<file path="src/design/sart_pkg.sv">
// Shared types and constants for the sorted address range table.
package sart_pkg;

  // Table geometry.
  localparam int TABLE_DEPTH = 256;
  localparam int IDX_W       = $clog2(TABLE_DEPTH);
  localparam int CNT_W       = IDX_W + 1;

  // Request action codes.
  localparam logic [1:0] ACT_CLEAR  = 2'd0;
  localparam logic [1:0] ACT_INSERT = 2'd1;
  localparam logic [1:0] ACT_LOOKUP = 2'd2;

  // Result status codes.
  localparam logic [1:0] ST_OK        = 2'd0;
  localparam logic [1:0] ST_NOT_FOUND = 2'd1;
  localparam logic [1:0] ST_FULL      = 2'd2;

  // One stored table entry.
  typedef struct packed {
    logic [63:0] addr;
    logic [31:0] size;
    logic [31:0] name;
  } entry_t;

  // Read and write request from the sequencer to the entry memory.
  typedef struct packed {
    logic             rd_en;
    logic [IDX_W-1:0] rd_idx;
    logic             wr_en;
    logic [IDX_W-1:0] wr_idx;
    entry_t           wdata;
  } mem_req_t;

  // One result of a request.
  typedef struct packed {
    logic [1:0]  status;
    logic [63:0] addr;
    logic [63:0] offset;
    logic [31:0] size;
    logic [31:0] name;
  } result_t;

endpackage

</file>
<file path="src/design/sart_seq.sv">
// Sequencer: binary search, entry shifting and lookup over the entry memory.
module sart_seq (
  input  logic                         clk,
  input  logic                         rst,
  input  logic                         start,
  input  logic [1:0]                   action,
  input  logic [63:0]                  address,
  input  logic [31:0]                  entry_size,
  input  logic [31:0]                  entry_name,
  output logic                         idle,
  output logic                         done,
  input  logic                         take,
  output sart_pkg::result_t            res,
  output logic [sart_pkg::CNT_W-1:0]   count,
  output sart_pkg::mem_req_t           mreq,
  input  sart_pkg::entry_t             rdata
);

  typedef enum logic [6:0] {
    S_IDLE  = 7'b0000001,
    S_SRCH  = 7'b0000010,
    S_CMP   = 7'b0000100,
    S_SHIFT = 7'b0001000,
    S_WRITE = 7'b0010000,
    S_LOOK  = 7'b0100000,
    S_DONE  = 7'b1000000
  } state_t;

  state_t                      state;
  logic [1:0]                  act;
  logic [63:0]                 q_addr;
  logic [31:0]                 q_size;
  logic [31:0]                 q_name;
  logic [sart_pkg::CNT_W-1:0]  lo;
  logic [sart_pkg::CNT_W-1:0]  hi;
  logic [sart_pkg::IDX_W-1:0]  mid;
  logic [sart_pkg::CNT_W-1:0]  j;
  logic                        pend;
  logic [sart_pkg::IDX_W-1:0]  pend_idx;
  logic [sart_pkg::CNT_W:0]    mid_sum;
  logic [sart_pkg::CNT_W-1:0]  lo_dec;
  logic [sart_pkg::CNT_W-1:0]  j_dec;

  assign idle    = (state == S_IDLE);
  assign done    = (state == S_DONE);
  assign mid_sum = {1'b0, lo} + {1'b0, hi};
  assign lo_dec  = lo - sart_pkg::CNT_W'(1);
  assign j_dec   = j - sart_pkg::CNT_W'(1);

  // Memory requests issued by the current step.
  always_comb begin
    mreq        = '0;
    mreq.rd_idx = mid_sum[sart_pkg::IDX_W:1];
    unique case (state)
      S_SRCH: begin
        if (lo < hi) begin
          mreq.rd_en  = 1'b1;
          mreq.rd_idx = mid_sum[sart_pkg::IDX_W:1];
        end else if (act == sart_pkg::ACT_LOOKUP && lo != '0) begin
          mreq.rd_en  = 1'b1;
          mreq.rd_idx = lo_dec[sart_pkg::IDX_W-1:0];
        end
      end
      S_SHIFT: begin
        // Read the entry below j while the previous one is written one slot up.
        if (j > lo) begin
          mreq.rd_en  = 1'b1;
          mreq.rd_idx = j_dec[sart_pkg::IDX_W-1:0];
        end
        if (pend) begin
          mreq.wr_en  = 1'b1;
          mreq.wr_idx = pend_idx;
          mreq.wdata  = rdata;
        end
      end
      S_WRITE: begin
        mreq.wr_en      = 1'b1;
        mreq.wr_idx     = lo[sart_pkg::IDX_W-1:0];
        mreq.wdata.addr = q_addr;
        mreq.wdata.size = q_size;
        mreq.wdata.name = q_name;
      end
      default: begin
      end
    endcase
  end

  // Sequencer state and datapath registers.
  always_ff @(posedge clk) begin
    if (rst) begin
      state <= S_IDLE;
      count <= '0;
      pend  <= 1'b0;
    end else begin
      unique case (state)
        S_IDLE: begin
          if (start) begin
            act        <= action;
            q_addr     <= address;
            q_size     <= entry_size;
            q_name     <= entry_name;
            lo         <= '0;
            hi         <= count;
            res.addr   <= '0;
            res.offset <= '0;
            res.size   <= '0;
            res.name   <= '0;
            priority if (action == sart_pkg::ACT_CLEAR) begin
              count      <= '0;
              res.status <= sart_pkg::ST_OK;
              state      <= S_DONE;
            end else if (action == sart_pkg::ACT_INSERT) begin
              if (count == sart_pkg::CNT_W'(sart_pkg::TABLE_DEPTH)) begin
                res.status <= sart_pkg::ST_FULL;
                state      <= S_DONE;
              end else begin
                state <= S_SRCH;
              end
            end else if (action == sart_pkg::ACT_LOOKUP) begin
              state <= S_SRCH;
            end else begin
              res.status <= sart_pkg::ST_NOT_FOUND;
              state      <= S_DONE;
            end
          end
        end
        S_SRCH: begin
          if (lo < hi) begin
            mid   <= mid_sum[sart_pkg::IDX_W:1];
            state <= S_CMP;
          end else if (act == sart_pkg::ACT_INSERT) begin
            j     <= count;
            pend  <= 1'b0;
            state <= S_SHIFT;
          end else if (lo == '0) begin
            res.status <= sart_pkg::ST_NOT_FOUND;
            state      <= S_DONE;
          end else begin
            state <= S_LOOK;
          end
        end
        S_CMP: begin
          // Upper bound step: keep going right past equal addresses.
          if (rdata.addr <= q_addr) begin
            lo <= {1'b0, mid} + sart_pkg::CNT_W'(1);
          end else begin
            hi <= {1'b0, mid};
          end
          state <= S_SRCH;
        end
        S_SHIFT: begin
          pend     <= (j > lo);
          pend_idx <= j[sart_pkg::IDX_W-1:0];
          if (j > lo) begin
            j <= j_dec;
          end else if (!pend) begin
            state <= S_WRITE;
          end
        end
        S_WRITE: begin
          count      <= count + sart_pkg::CNT_W'(1);
          res.status <= sart_pkg::ST_OK;
          state      <= S_DONE;
        end
        S_LOOK: begin
          res.status <= sart_pkg::ST_OK;
          res.addr   <= rdata.addr;
          res.offset <= q_addr - rdata.addr;
          res.size   <= rdata.size;
          res.name   <= rdata.name;
          state      <= S_DONE;
        end
        S_DONE: begin
          if (take) begin
            state <= S_IDLE;
          end
        end
        default: begin
          state <= S_IDLE;
        end
      endcase
    end
  end

endmodule
</file>
<file path="config.mk">
export PLATFORM = sky130hd
export DESIGN_NAME = sart_seq
export DESIGN_NICKNAME = d
export VERILOG_FILES = /design/src/design/sart_pkg.sv /design/src/design/sart_seq.sv
export SDC_FILE = /design/constraint.sdc
export NUM_CORES = 1
export LEC_CHECK = 0
export ABC_AREA = 1
export BUFFER_PORTS_ARGS = -buffer_cell sky130_fd_sc_hd__buf_2
export CAP_MARGIN = 20
export CORE_MARGIN = 10
export CORE_UTILIZATION = 45
export DETAILED_ROUTE_END_ITERATION = 8
export GPL_TIMING_DRIVEN = 0
export PLACE_DENSITY = 0.72
export SLEW_MARGIN = 20
export SYNTH_ARGS = -nofsm -noshare
export SYNTH_HDL_FRONTEND = slang
export SYNTH_SLANG_ARGS = --single-unit
</file>
<file path="constraint.sdc">
create_clock -name clk -period 32.5 [get_ports clk]
set_clock_uncertainty 0.1 [all_clocks]
set_input_delay 1.625 -clock clk [delete_from_list [all_inputs] [get_ports clk]]
set_output_delay 1.625 -clock clk [all_outputs]
set_load 0.005 [all_outputs]
</file>
Word level (Yosys, flattened, before mapping)

Cells that the tools add are included.
W data, S select, Z words.

Equal/unequal tests: 26
Reduce and logical (&&, ||, !) cells: 21
Bitwise gates (word level): 1
Magnitude comparators: 3
Add/sub/neg operators: 6
Muxes and demuxes: 44

Operators by type and width:

| operator              | number |
|---|---|
| $pmux W192 S2         | 1 |
| $pmux W137 S2         | 1 |
| $mux W194             | 1 |
| $mux W137             | 1 |
| $mux W9               | 12 |
| $pmux W9 S2           | 5 |
| $mux W7               | 11 |
| $le A64 B64 Y1        | 1 |
| $sub A64 B64 Y64      | 1 |
| $pmux W7 S6           | 1 |
| $ne A2 B2 Y1 const B  | 10 |
| $reduce_and A3 Y1     | 5 |
| $mux W2               | 7 |
| $reduce_and A4 Y1     | 3 |
| $add A8 B1 Y9 const B | 1 |
| $add A9 B1 Y9 const B | 1 |
| $add A9 B9 Y9         | 1 |
| $eq A9 B9 Y1 const B  | 1 |
| $gt A9 B9 Y1          | 1 |
| $logic_not A9 Y1      | 1 |
| $lt A9 B9 Y1          | 1 |
| $reduce_bool A9 Y1    | 1 |
| $sub A9 B1 Y9 const B | 1 |
| $reduce_and A8 Y1     | 1 |
| other kinds (24)      | 31 |

Register bits: 384
Word-level logic and storage cells: 118
Output and inout port bits: 351
Bits of input ports: 262

Longest topological paths before layout

Word-level depth: 6
Depth in mapped cells: 17
Gate-level depth less buffers: 17

Least setup slack after synthesis

Ideal clock, no wire load.

Path type: input port to flip-flop
From: in rst
To: reg res[0] (netlist bit) (enable)
Cell stages on the path: 3
Setup time: 0.808 ns
Path slack: 20.476 ns
Buffers on the path: 0
Required time: 31.592 ns
Data arrival time: 11.115 ns
Path through: inv_1 > nand2_1 > a21oi_1

Longest elaborated chain between the ends: 2

Ends and longest elaborated chain:

| item                        | line           | source |
|---|---|---|
| from (decl)                 | sart_seq.sv:4  | `input logic rst,` |
| $not A1 Y1 (no line)        | n/a            |  |
| $reduce_and A3 Y1 (no line) | n/a            |  |
| to (decl)                   | sart_seq.sv:13 | `output sart_pkg::result_t res,` |

Every way passes these cells.
A chain may end at the register's enable or synchronous reset.

==> summary.txt <==
Worst setup path
  – Critical path required time: 30.77 ns
  – Setup crit start kind: flop
  – CP arrival: between 2 and 3 ns
  – CP Launch Point: state[4]
  – Crit path capture type: output port
  – Critical path fanouts, max: 10
  – Critical R2R Launch: state[2]
  – Crit path kind: reg -> out

Final layout
  – # nets final: 3,566
  – Fin util: 0.5699
  – Fin cells: 3,857
  – Layout cells sized above 1: 0.2497
  – Commonest non-fill, non-tap cell in the layout: buf_2
  – Area grow syn2layout: 25.79%
  – Post-route cell area: 0.02704 mm2
  – Commonest non-fill, non-tap cells in the layout: buf_2, nand2_1, inv_1
  – Fillers: 4,452

STA
  – Min Tclk post-route: 4.645 ns
  – Period utilisation layout: 0.1429
  – Slew Limit Headroom: 0.3478
  – Max Slew Vio Count: 0
  – Setup TNS: 0 ns
  – Fmax: 0.2153 GHz
  – Final worst slack: around 28 ns
  – Worst Hold Margin: roughly 0.40 ns
  – Final setup vio count: 0
  – Final Hold Fails: 0
  – Worst-margin pin slew: 0.9783 ns
  – RSZ-0062 raised after global routing: no

Global routing
  – GRT overflow: 0
  – Largest net degree at the start of global routing: 28
  – Vias in the first global route: between 15,000 and 20,000
  – Total GRT Usage: 0.2893
  – Initial antenna violation count: 7
  – First-pass GRT wire length: 123,100 um

Yosys
  – Yosys top cell area share: 0.5127
  – Synth top area cells: edfxtp_1, nand2_1, inv_1
  – Warning count from the yosys run: 0
  – Post-Synthesis Cells: 2,527
  – Synth area leader: edfxtp_1
  – Yosys cell types: 47
  – Mapped cell area: roughly 0.021 mm2
  – EDFF count, synth: approximately 370
  – Syn_area_per_cell: roughly 8.5 um2
  – Register area share after synthesis: 0.5286
  – Commonest register cell after synthesis: edfxtp_1
  – Ys async rst share: 0
  – Post-Syn Nets: slightly below 3,000
  – Number of synthesized register bits: 384

Clocking
  – Worst skew pair latency: 0.58 ns
  – # H-tree levels: 2
  – Reg clk slew, reported paths: 0.06 ns
  – Post-CTS setup buffer count: 0
  – Clk sinks: about 380
  – CTS Buf Count: 41
  – CTS resizes: 0
  – Bufs on Longest Clock Path: 3
  – TritonCTS clock tree: yes
  – Hold Buf Count CTS: 0
  – Clock root cell: clkbuf_16

Floorplan
  – Starting Density: 0.4530
  – Core ar.: 0.04745 mm2
  – Die X: roughly 240 um
  – # IOs: 613
  – Die area: 0.05690 mm2
  – Die Span Y: 238.5 um
  – FP Rows: 80

Power and ir drop
  – Pwr dens: 50.39 mW/mm2
  – VDD IR-drop max: 41.73 uV
  – Leak pwr: 12.90 nW
  – Total power: 1.362 mW

Drt
  – Routed vias/inst: 5.216
  – Drt pass-1 iters: 6
  – DRT Wirelength: 84,860 um
  – DR iter-0 viols: 1,959
  – Drt wl/cell: 22.00 um
  – Final ANT Viol Nets: 0
  – DR vias: 20,120
  – DR DRC count: 0

Placed design
  – HPWL after detailed placement: 69,290 um
  – GP Congestion: slightly below 1
  – DP Worst Slack: 27.84 ns
  – PortBufs: 612
  – Area after DPL: approximately 0.026 mm2
  – Cells after DPL: 3,781

Min path
  – Hold Crit Start: pend
  – Class of the worst hold path: reg -> reg

Run status
  – Outcome: finished, final reports clean

Run
  – Number of max-cap violations: 0
[critical path: stages (launching register included)]
cell     delay [ns]
dfxtp_1        0.36
inv_1          0.07
nor3_2         0.13
nand4_2        0.29
inv_2          0.17
buf_2          0.36
buf_2          0.49
nand2_1        0.19
o21ai_0        0.12
buf_2          0.15
[power breakdown]
group	switching, mW	internal [mW]	leakage, nW
combinational	0.186	0.101	8.68
sequential	0.0180	0.604	3.61
clock	0.198	0.256	0.609
total	0.402	0.960	12.9
[final timing paths]
check / depth (start not counted) / end / slack, ns
min: 2 / pend / 0.40
min reg2reg: 2 / pend / 0.40
max: 9 / mreq[7] / 27.85
max reg2reg: 11 / res[141] / 28.94
[state kept, by name, indices dropped and copies added, names as in the netlist]
name and cells:
lo 9, q_addr 64, res 194, q_size 32, mid 8, state 7, pend 1, pend_idx 8
q_name 32, hi 9, j 9, count 9, act 2
[cell type report]
type	instances	area, um2	area share
diodes	6	15.01	0.0005553
plain buffers	55	257.7	0.009533
clock buffers	47	1049	0.03878
clock inverters	23	209.0	0.007728
inverters	429	1610	0.05956
multi-input cells	1659	8285	0.3064
flip-flops and latches	384	11360	0.4202
well taps	615	769.5	0.02846
repair buffers	639	3481	0.1287
[Yosys cell counts, types with 6 or more instances]
| library cell | instances |
|---|---|
| nand2_2 | 16 |
| dfxtp_1 | 17 |
| ha_1 | 93 |
| xor2_1 | 16 |
| buf_2 | 40 |
| a21oi_1 | 157 |
| clkbuf_1 | 14 |
| inv_2 | 14 |
| nand2_1 | 634 |
| o21ai_0 | 110 |
| o22ai_1 | 8 |
| nand3_1 | 65 |
| nor2_2 | 16 |
| nor3_1 | 22 |
| nand4_1 | 14 |
| inv_1 | 413 |
| o21ai_1 | 109 |
| o21bai_1 | 17 |
| nor4_1 | 6 |
| nor2_1 | 316 |
| edfxtp_1 | 367 |
| o21a_1 | 9 |
[routing by layer]
metal	track usage	vias to the layer above	share of wire
met1	0.3393	9356	0.38
met3	0.06927	179	0.089
met2	0.4941	959	0.48
met5	0	-	0.00019
li1	-	9621	-
met4	0.1328	4	0.046
[cells by family (layout without fill, tap and decap cells)]
kind of cell,after synthesis,after routing,share of synthesized area
AO/OA/AOI/OAI,423,423,0.1041
other,0,6,0
buffers and inverters,484,1193,0.08691
AND/OR/NAND/NOR,1121,1121,0.2162
adder cells (fa/ha/maj),95,95,0.05600
XOR/XNOR,20,20,0.008150
flip-flops,384,384,0.5286
No activity file was read; power rests on OpenSTA's default activity.
